## config.mk

```make
export PLATFORM = sky130hd
export DESIGN_NAME = lru_page_frame_replacer
export DESIGN_NICKNAME = d
export VERILOG_FILES = /design/src/rtl/lpr_pkg.sv /design/src/rtl/lpr_frame_table.sv /design/src/rtl/lru_page_frame_replacer.sv
export SDC_FILE = /design/constraint.sdc
export NUM_CORES = 1
export LEC_CHECK = 0
export ABC_AREA = 1
export BUFFER_PORTS_ARGS = -buffer_cell sky130_fd_sc_hd__buf_2
export CAP_MARGIN = 10
export CORE_ASPECT_RATIO = 1.25
export CORE_UTILIZATION = 28
export CTS_BUF_LIST = sky130_fd_sc_hd__clkbuf_8
export CTS_CLUSTER_DIAMETER = 80
export DETAILED_ROUTE_END_ITERATION = 16
export SYNTH_ARGS = -nofsm -noshare
export SYNTH_HDL_FRONTEND = slang
export SYNTH_SLANG_ARGS = --single-unit
export TNS_END_PERCENT = 5
```

## constraint.sdc

```tcl
create_clock -name clk -period 5.35 [get_ports clk]
set_input_delay 0.535 -clock clk [delete_from_list [all_inputs] [get_ports clk]]
set_output_delay 0.535 -clock clk [all_outputs]
set_load 0.02 [all_outputs]
```

## src/rtl/lpr_pkg.sv

```systemverilog
// Shared types and constants for the LRU page frame replacer.
package lpr_pkg;

  // Result field widths as seen on the ports
  localparam int SLOT_OUT_W = 4;
  localparam int PAGE_OUT_W = 16;
  localparam int COUNT_W    = 32;

  // Configuration register file
  localparam int CFG_W      = 5;
  localparam int APB_DATA_W = 32;
  localparam int APB_ADDR_W = 3;
  localparam int REG_IDX_W  = APB_ADDR_W - 2;

  localparam logic [REG_IDX_W-1:0] REG_FRAMES_IN_USE   = '0;
  localparam logic [CFG_W-1:0]     FRAMES_IN_USE_RESET = CFG_W'(4);

  // Outcome of one lookup, already cut to the port widths
  typedef struct packed {
    logic                  was_hit;
    logic [SLOT_OUT_W-1:0] slot_used;
    logic                  evicted_valid;
    logic [PAGE_OUT_W-1:0] evicted_page;
  } lpr_lookup_t;

endpackage

```

## src/rtl/lpr_frame_table.sv

```systemverilog
// Frame table: page tags, valid bits, recency ranks, lookup and victim choice.
module lpr_frame_table
  import lpr_pkg::*;
#(
  parameter int FRAMES    = 16,
  parameter int PAGE_BITS = 16,
  localparam int SLOT_W   = (FRAMES > 1) ? $clog2(FRAMES) : 1,
  localparam int CNT_W    = $clog2(FRAMES + 1)
) (
  input  logic                 clk,
  input  logic                 rst,
  input  logic                 clear,
  input  logic                 lookup_en,
  input  logic [PAGE_BITS-1:0] page,
  input  logic [CNT_W-1:0]     active,
  output lpr_lookup_t          look
);

  logic [PAGE_BITS-1:0] frame_page [FRAMES];
  logic [FRAMES-1:0]    frame_valid;
  logic [SLOT_W-1:0]    recency_rank [FRAMES];
  logic [SLOT_W-1:0]    rank_next [FRAMES];

  logic [FRAMES-1:0] in_use;
  logic [FRAMES-1:0] hit_vec;
  logic [FRAMES-1:0] free_vec;
  logic [FRAMES-1:0] old_vec;
  logic [SLOT_W-1:0] hit_idx;
  logic [SLOT_W-1:0] free_idx;
  logic [SLOT_W-1:0] old_idx;
  logic [SLOT_W-1:0] slot;
  logic [SLOT_W-1:0] oldest_rank;
  logic [CNT_W-1:0]  limit;
  logic              hit;
  logic              any_free;
  logic              evict;

  // Ranks of the valid frames always form 0..k-1, so a full set has
  // exactly one frame at rank active-1: the victim.
  assign oldest_rank = SLOT_W'(active - CNT_W'(1));

  always_comb begin
    for (int i = 0; i < FRAMES; i++) begin
      in_use[i]   = CNT_W'(i) < active;
      hit_vec[i]  = in_use[i] & frame_valid[i] & (frame_page[i] == page);
      free_vec[i] = in_use[i] & ~frame_valid[i];
      old_vec[i]  = in_use[i] & frame_valid[i] & (recency_rank[i] == oldest_rank);
    end
  end

  // Lowest index wins in each encoder
  always_comb begin
    hit_idx  = '0;
    free_idx = '0;
    old_idx  = '0;
    for (int i = FRAMES - 1; i >= 0; i--) begin
      if (hit_vec[i])  hit_idx  = SLOT_W'(i);
      if (free_vec[i]) free_idx = SLOT_W'(i);
      if (old_vec[i])  old_idx  = SLOT_W'(i);
    end
  end

  assign hit      = |hit_vec;
  assign any_free = |free_vec;
  assign evict    = ~hit & ~any_free;

  always_comb begin
    if (hit) begin
      slot  = hit_idx;
      limit = CNT_W'(recency_rank[hit_idx]);
    end else if (any_free) begin
      slot  = free_idx;
      limit = active;
    end else begin
      slot  = old_idx;
      limit = CNT_W'(oldest_rank);
    end
  end

  // Age every valid frame newer than the touched one; touched goes to rank 0
  always_comb begin
    for (int i = 0; i < FRAMES; i++) begin
      if (SLOT_W'(i) == slot) begin
        rank_next[i] = '0;
      end else if (in_use[i] && frame_valid[i] && (CNT_W'(recency_rank[i]) < limit)) begin
        rank_next[i] = recency_rank[i] + SLOT_W'(1);
      end else begin
        rank_next[i] = recency_rank[i];
      end
    end
  end

  always_comb begin
    look.was_hit       = hit;
    look.slot_used     = SLOT_OUT_W'(slot);
    look.evicted_valid = evict;
    look.evicted_page  = evict ? PAGE_OUT_W'(frame_page[old_idx]) : '0;
  end

  always_ff @(posedge clk) begin
    if (rst || clear) begin
      frame_valid <= '0;
      for (int i = 0; i < FRAMES; i++) begin
        recency_rank[i] <= '0;
      end
    end else if (lookup_en) begin
      for (int i = 0; i < FRAMES; i++) begin
        recency_rank[i] <= rank_next[i];
        if (!hit && (SLOT_W'(i) == slot)) begin
          frame_valid[i] <= 1'b1;
        end
      end
    end
  end

  // Tags are only read behind a valid bit
  always_ff @(posedge clk) begin
    if (lookup_en && !hit) begin
      for (int i = 0; i < FRAMES; i++) begin
        if (SLOT_W'(i) == slot) begin
          frame_page[i] <= page;
        end
      end
    end
  end

  a_single_hit : assert property (@(posedge clk) disable iff (rst)
    lookup_en |-> $onehot0(hit_vec))
    else $error("page resident in more than one frame");

  a_unique_victim : assert property (@(posedge clk) disable iff (rst)
    (lookup_en && !hit && !any_free) |-> $onehot(old_vec))
    else $error("full frame set without a single oldest frame");

  a_valid_kept : assert property (@(posedge clk) disable iff (rst)
    (lookup_en && !clear) |=> (($past(frame_valid) & ~frame_valid) == '0))
    else $error("frame emptied by a lookup");

endmodule

```

## src/rtl/lru_page_frame_replacer.sv

```systemverilog
// Top level of the LRU page frame replacer: command port, APB registers, totals.
//
// Usage:
//   Present a page on page_number and raise start; the word is taken at the
//   clock edge where start is high and busy is low. busy is high only while
//   rst is asserted, so a reference can be taken in every cycle.
//   Each reference yields one result word, shown for exactly one cycle with
//   done high: was_hit, slot_used, evicted_valid, evicted_page and the
//   saturating hit_total and fault_total after this reference.
//   A reference passes the input register, then the tag compare and rank
//   update over all frames on its way into the result register.
//   Throughput is one reference per cycle; the parallel compare and rank
//   update of the frame table over all frames make that possible.
//   The receiver cannot stall; it must take each word in its done cycle.
//   Reset empties all frames, clears the ranks and both totals and sets
//   frames_in_use to 4. A write to frames_in_use (APB, byte address 0) does
//   the same with the new frame count; write it only while no reference is
//   in flight. Values of 0 act as 1, values above FRAMES act as FRAMES.
module lru_page_frame_replacer
  import lpr_pkg::*;
#(
  parameter int FRAMES    = 16,
  parameter int PAGE_BITS = 16
) (
  input  logic                  clk,
  input  logic                  rst,
  // command channel
  input  logic                  start,
  output logic                  busy,
  input  logic [15:0]           page_number,
  // result channel
  output logic                  done,
  output logic                  was_hit,
  output logic [SLOT_OUT_W-1:0] slot_used,
  output logic                  evicted_valid,
  output logic [PAGE_OUT_W-1:0] evicted_page,
  output logic [COUNT_W-1:0]    hit_total,
  output logic [COUNT_W-1:0]    fault_total,
  // configuration port
  input  logic                  psel,
  input  logic                  penable,
  input  logic                  pwrite,
  input  logic [APB_ADDR_W-1:0] paddr,
  input  logic [APB_DATA_W-1:0] pwdata,
  output logic [APB_DATA_W-1:0] prdata,
  output logic                  pready
);

  localparam int CNT_W = $clog2(FRAMES + 1);

  logic [CFG_W-1:0]     frames_in_use;
  logic [CNT_W-1:0]     active;
  logic [REG_IDX_W-1:0] reg_index;
  logic                 cfg_wr;
  logic                 cfg_clear;
  logic                 accept;

  logic                 item_valid;
  logic [PAGE_BITS-1:0] item_page;
  lpr_lookup_t          look;

  logic [COUNT_W-1:0]   hit_count;
  logic [COUNT_W-1:0]   fault_count;

  // Nothing to hold off but reset itself
  assign busy   = rst;
  assign accept = start & ~busy;

  // Register file
  assign pready    = 1'b1;
  assign reg_index = paddr[APB_ADDR_W-1:2];
  assign cfg_wr    = psel & penable & pwrite & pready;
  assign cfg_clear = cfg_wr & (reg_index == REG_FRAMES_IN_USE);

  always_comb begin
    case (reg_index)
      REG_FRAMES_IN_USE: prdata = APB_DATA_W'(frames_in_use);
      default:           prdata = '0;
    endcase
  end

  // Clamp the programmed count to 1..FRAMES
  always_comb begin
    if (frames_in_use == '0) begin
      active = CNT_W'(1);
    end else if (int'(frames_in_use) > FRAMES) begin
      active = CNT_W'(FRAMES);
    end else begin
      active = CNT_W'(frames_in_use);
    end
  end

  lpr_frame_table #(
    .FRAMES    (FRAMES),
    .PAGE_BITS (PAGE_BITS)
  ) u_table (
    .clk       (clk),
    .rst       (rst),
    .clear     (cfg_clear),
    .lookup_en (item_valid),
    .page      (item_page),
    .active    (active),
    .look      (look)
  );

  // Totals are read straight from the counters; they load on the same edge
  // as the result register.
  assign hit_total   = hit_count;
  assign fault_total = fault_count;

  // Control state
  always_ff @(posedge clk) begin
    if (rst) begin
      frames_in_use <= FRAMES_IN_USE_RESET;
      item_valid    <= 1'b0;
      done          <= 1'b0;
      hit_count     <= '0;
      fault_count   <= '0;
    end else begin
      item_valid <= accept;
      done       <= item_valid;
      if (cfg_clear) begin
        frames_in_use <= pwdata[CFG_W-1:0];
        hit_count     <= '0;
        fault_count   <= '0;
      end else if (item_valid) begin
        // hold at all ones once saturated
        if (look.was_hit) begin
          if (hit_count != '1) hit_count <= hit_count + COUNT_W'(1);
        end else begin
          if (fault_count != '1) fault_count <= fault_count + COUNT_W'(1);
        end
      end
    end
  end

  // Payload: input register and result register
  always_ff @(posedge clk) begin
    if (accept) begin
      item_page <= PAGE_BITS'(page_number);
    end
    if (item_valid) begin
      was_hit       <= look.was_hit;
      slot_used     <= look.slot_used;
      evicted_valid <= look.evicted_valid;
      evicted_page  <= look.evicted_page;
    end
  end

  a_done_follows : assert property (@(posedge clk) disable iff (rst)
    item_valid |=> done)
    else $error("reference without a result word");

  a_no_spurious : assert property (@(posedge clk) disable iff (rst)
    !item_valid |=> !done)
    else $error("result word without a reference");

  a_hit_no_evict : assert property (@(posedge clk) disable iff (rst)
    (done && was_hit) |-> !evicted_valid)
    else $error("hit reported with an eviction");

  a_evict_page_zero : assert property (@(posedge clk) disable iff (rst)
    (done && !evicted_valid) |-> (evicted_page == '0))
    else $error("evicted page set without an eviction");

endmodule

```

==> impl_metrics.env <==
export IMPL_finalSetupViolations=0
export IMPL_p_int_uw=5667
export IMPL_gp_congestion=0.9324
export IMPL_dpl_worst_slack_ns=0.08272
export IMPL_max_slew_margin_rel_pct=25.13
export IMPL_netlist_area_sq_um=26920
export IMPL_cts_tree="built"
export IMPL_final_max_slew_violation_count=0
export IMPL_cts_htree_levels=3
export IMPL_viasPerCell=4.834
export IMPL_cp_required_ns=5.72
export IMPL_slowest_stage="edfxtp_1"
export IMPL_clk_latency_ns=0.68
export IMPL_crit_buf_inv=6
export IMPL_initial_utilization_pct=28.37
export IMPL_core_sq_um=94910
export IMPL_post_drt_wl_per_cell_um=17.54
export IMPL_detailed_place_hpwl_um=60920
export IMPL_multi_input_area_sq_um=12340
export IMPL_cts_sinks=445
export IMPL_period_share_pct=94.17
export IMPL_syn_avg_cell_area_sq_um=8.364
export IMPL_cp_max_fo=18
export IMPL_drc=0
export IMPL_comb_power_share_pct=10.9
export IMPL_run_status="complete, no violations"
export IMPL_antenna_found_initial=2
export IMPL_seq_area_sq_um=12490
export IMPL_synth_edf_count=358
export IMPL_syn_inst=3219
export IMPL_final_nets=3552
export IMPL_ys_flop_type="edfxtp_1"
export IMPL_cts_buffer_depth=3
export IMPL_synth_seq_cells=445
export IMPL_finClkSkew_ns=0.02665
export IMPL_grt_overflow=0
export IMPL_power_frac_seq_pct=50.3
export IMPL_ant_nets=0
export IMPL_cts_buffers_inserted=81
export IMPL_hold_viol_final=0
export IMPL_power_leakage_uw=0.01285
export IMPL_area_growth_pct=15.75
export IMPL_tightest_slew_ns=1.122
export IMPL_arrival_ns=5.40
export IMPL_die_x_um=279.4
export IMPL_clkPwrFrac_pct=38.9
export IMPL_worst_path_most_repeated_cell="nand2_1"
export IMPL_pin_count=178
export IMPL_synth_seq_area_share_pct=46.40
export IMPL_critPathCaptureType="flip-flop"
export IMPL_netSwitchingFraction_pct=27.40
export IMPL_cp_top_family="simple AND/OR/NAND/NOR gates"
export IMPL_fillers=10061
export IMPL_track_usage_pct=16.84
export IMPL_grt_max_degree=83
export IMPL_io_buffer_count=120
export IMPL_drt_iter0_drc=1802
export IMPL_num_rows=126
export IMPL_path_clk_slew_ns=0.06
export IMPL_drive_above_1_share_pct=13.87
export IMPL_min_period_ns=5.038
export IMPL_routed_via_count=23057
export IMPL_die_area_sq_um=97410
export IMPL_crit_path_start_kind="flip-flop"
export IMPL_p_per_area_nw_per_um2=250.5
export IMPL_placedCellCount=4604
export IMPL_instances_no_fill=4770
export IMPL_finalWorstSetupSlack_ns=0.3122
export IMPL_crit_path_max_incr_delay_ns=0.55
export IMPL_async_reset_ff_share_pct=0
export IMPL_drt_pre_antenna_iters=6
export IMPL_fmax_ghz=0.1985
export IMPL_wl_um=83670
export IMPL_yosys_warnings=0
export IMPL_grt_pass1_vias=22095
export IMPL_min_path_type="input pin to flip-flop"
export IMPL_drv_cap=0
export IMPL_switchingPower_uw=2139
export IMPL_vdd_drop_max_mv=0.1276
export IMPL_synth_cell_type_count=67
export IMPL_crit_type="flip-flop to flip-flop"
export IMPL_grt_pass1_wl_um=127500
export IMPL_clock_root_buffer="clkbuf_8"
export IMPL_fp_dieH_um=348.7
[path summary, 6_finish.rpt]
path         slack [ns]  cells after the start                                        to                           startpoint
max reg2reg        0.31                     28  u_table.recency_rank[5][1]$_SDFFCE_PP0P_              item_page[13]$_DFFE_PP_
min                0.05                      1                    item_page[5]$_DFFE_PP_                       page_number[5]
max                0.31                     28  u_table.recency_rank[5][1]$_SDFFCE_PP0P_              item_page[13]$_DFFE_PP_
min reg2reg        0.47                      1       u_table.frame_valid[9]$_SDFFE_PP0P_  u_table.frame_valid[9]$_SDFFE_PP0P_
[routing by layer]
| layer | share of wire (%) | GRT usage (%) |
|---|---|---|
| met5 | 0.014 | 0 |
| met2 | 49 | 28.99 |
| met1 | 42 | 20.83 |
| met3 | 5.7 | 2.480 |
| met4 | 3.7 | 7.244 |
[layout make-up]
class | instances | share of cell area, %
Clock buffer | 90 | 3.975
Clock inverter | 54 | 0.7708
Inverter | 395 | 4.798
Tap cell | 1280 | 5.139
Sequential cell | 445 | 40.08
Antenna cell | 1 | 0.008030
Multi-Input combinational cell | 2259 | 39.58
Timing Repair Buffer | 246 | 5.645
[kinds of logic after synthesis]
kind of cell | synth area share, %
XOR/XNOR | 7.649
other | 0.02789
AO/OA/AOI/OAI | 9.977
AND/OR/NAND/NOR | 24.15
buffers and inverters | 8.685
flip-flops | 46.40
adder cells (fa/ha/maj) | 3.114
[flip-flops by register name, summed over array words and instances, names as in the netlist]
register,flops
done,1
evicted_page,16
evicted_valid,1
fault_total,32
frames_in_use,5
hit_total,32
item_page,16
item_valid,1
slot_used,4
u_table.frame_page,256
u_table.frame_valid,16
u_table.recency_rank,64
was_hit,1
[synthesized netlist by cell type (4+ instances only)]
library cell	number	share of area [%]
nand2_1	653	9.1
inv_1	363	5.1
edfxtp_1	358	40
nor2_1	311	4.3
nand3_1	233	4.3
a21oi_1	216	4.0
o21ai_0	149	2.8
xor2_1	130	4.2
xnor2_1	102	3.3
dfxtp_1	87	6.5
nand4_1	78	1.8
ha_1	67	3.1
nor3_1	58	1.1
buf_4	51	1.4
buf_2	47	0.87
o211ai_1	47	1.3
clkbuf_1	37	0.52
inv_2	31	0.43
nor4_1	24	0.56
o21ai_1	22	0.41
or2_2	19	0.44
nand2_2	16	0.37
nor2_2	11	0.26
o21a_1	10	0.28
buf_6	7	0.29
nor2_4	7	0.29
nor3b_1	7	0.20
o2111ai_1	6	0.20
nand3_2	5	0.19
o22ai_1	5	0.12
a31oi_1	4	0.093
buf_1	4	0.056
nand3b_1	4	0.11
[through the flow]
step / hold WS [ns] / utilization, % / TNS, ns / total power, uW / area (sq um)
detailed placement: 0.4548 / 30.96 / 0 / 4816 / 29380
floorplan: 0.4403 / - / 0 / 4556 / 27020
global placement: 0.4483 / 30.96 / 0 / 4802 / 29380
finish: 0.04723 / 32.84 / 0 / 7806 / 31160
global route: 0.01078 / 32.84 / -0.005266 / 8121 / 31160
CTS: 0.0005208 / 32.59 / 0 / 7861 / 30930
[placed cells by master (no fill, tap or decap), types with 8 or more instances in the layout]
| cell type | instances |
|---|---|
| nand2_1 | 651 |
| inv_1 | 393 |
| edfxtp_1 | 358 |
| nor2_1 | 306 |
| nand3_1 | 233 |
| a21oi_1 | 197 |
| o21ai_0 | 149 |
| xor2_1 | 130 |
| buf_2 | 120 |
| xnor2_1 | 102 |
| buf_4 | 102 |
| clkbuf_8 | 90 |
| dfxtp_1 | 87 |
| nand4_1 | 78 |
| ha_1 | 67 |
| nor3_1 | 58 |
| o211ai_1 | 47 |
| inv_2 | 31 |
| conb_1 | 28 |
| nor4_1 | 24 |
| o21ai_1 | 22 |
| or2_2 | 19 |
| nand2_2 | 17 |
| nor2_2 | 15 |
| a21oi_2 | 15 |
| buf_12 | 15 |
| clkinv_1 | 11 |
| o21a_1 | 10 |
| nor2_4 | 8 |
[what timing repair did]
item / CTS / global route
resized for setup: 0 / 31
hold endpoints to repair: 7 / 0
buffers inserted: 0 / 14
hold buffers: 7 / 0
setup endpoints to repair: 0 / 64
[power groups by stage]
stage	registers (uW)	clock network [uW]	logic, uW
after floorplan	3980	0	578
after global placement	4000	0	806
after detailed placement	4000	0	818
after CTS	3930	3110	827
after global routing	3930	3250	942
final	3920	3030	850
Power figures use the tool's default switching activity.
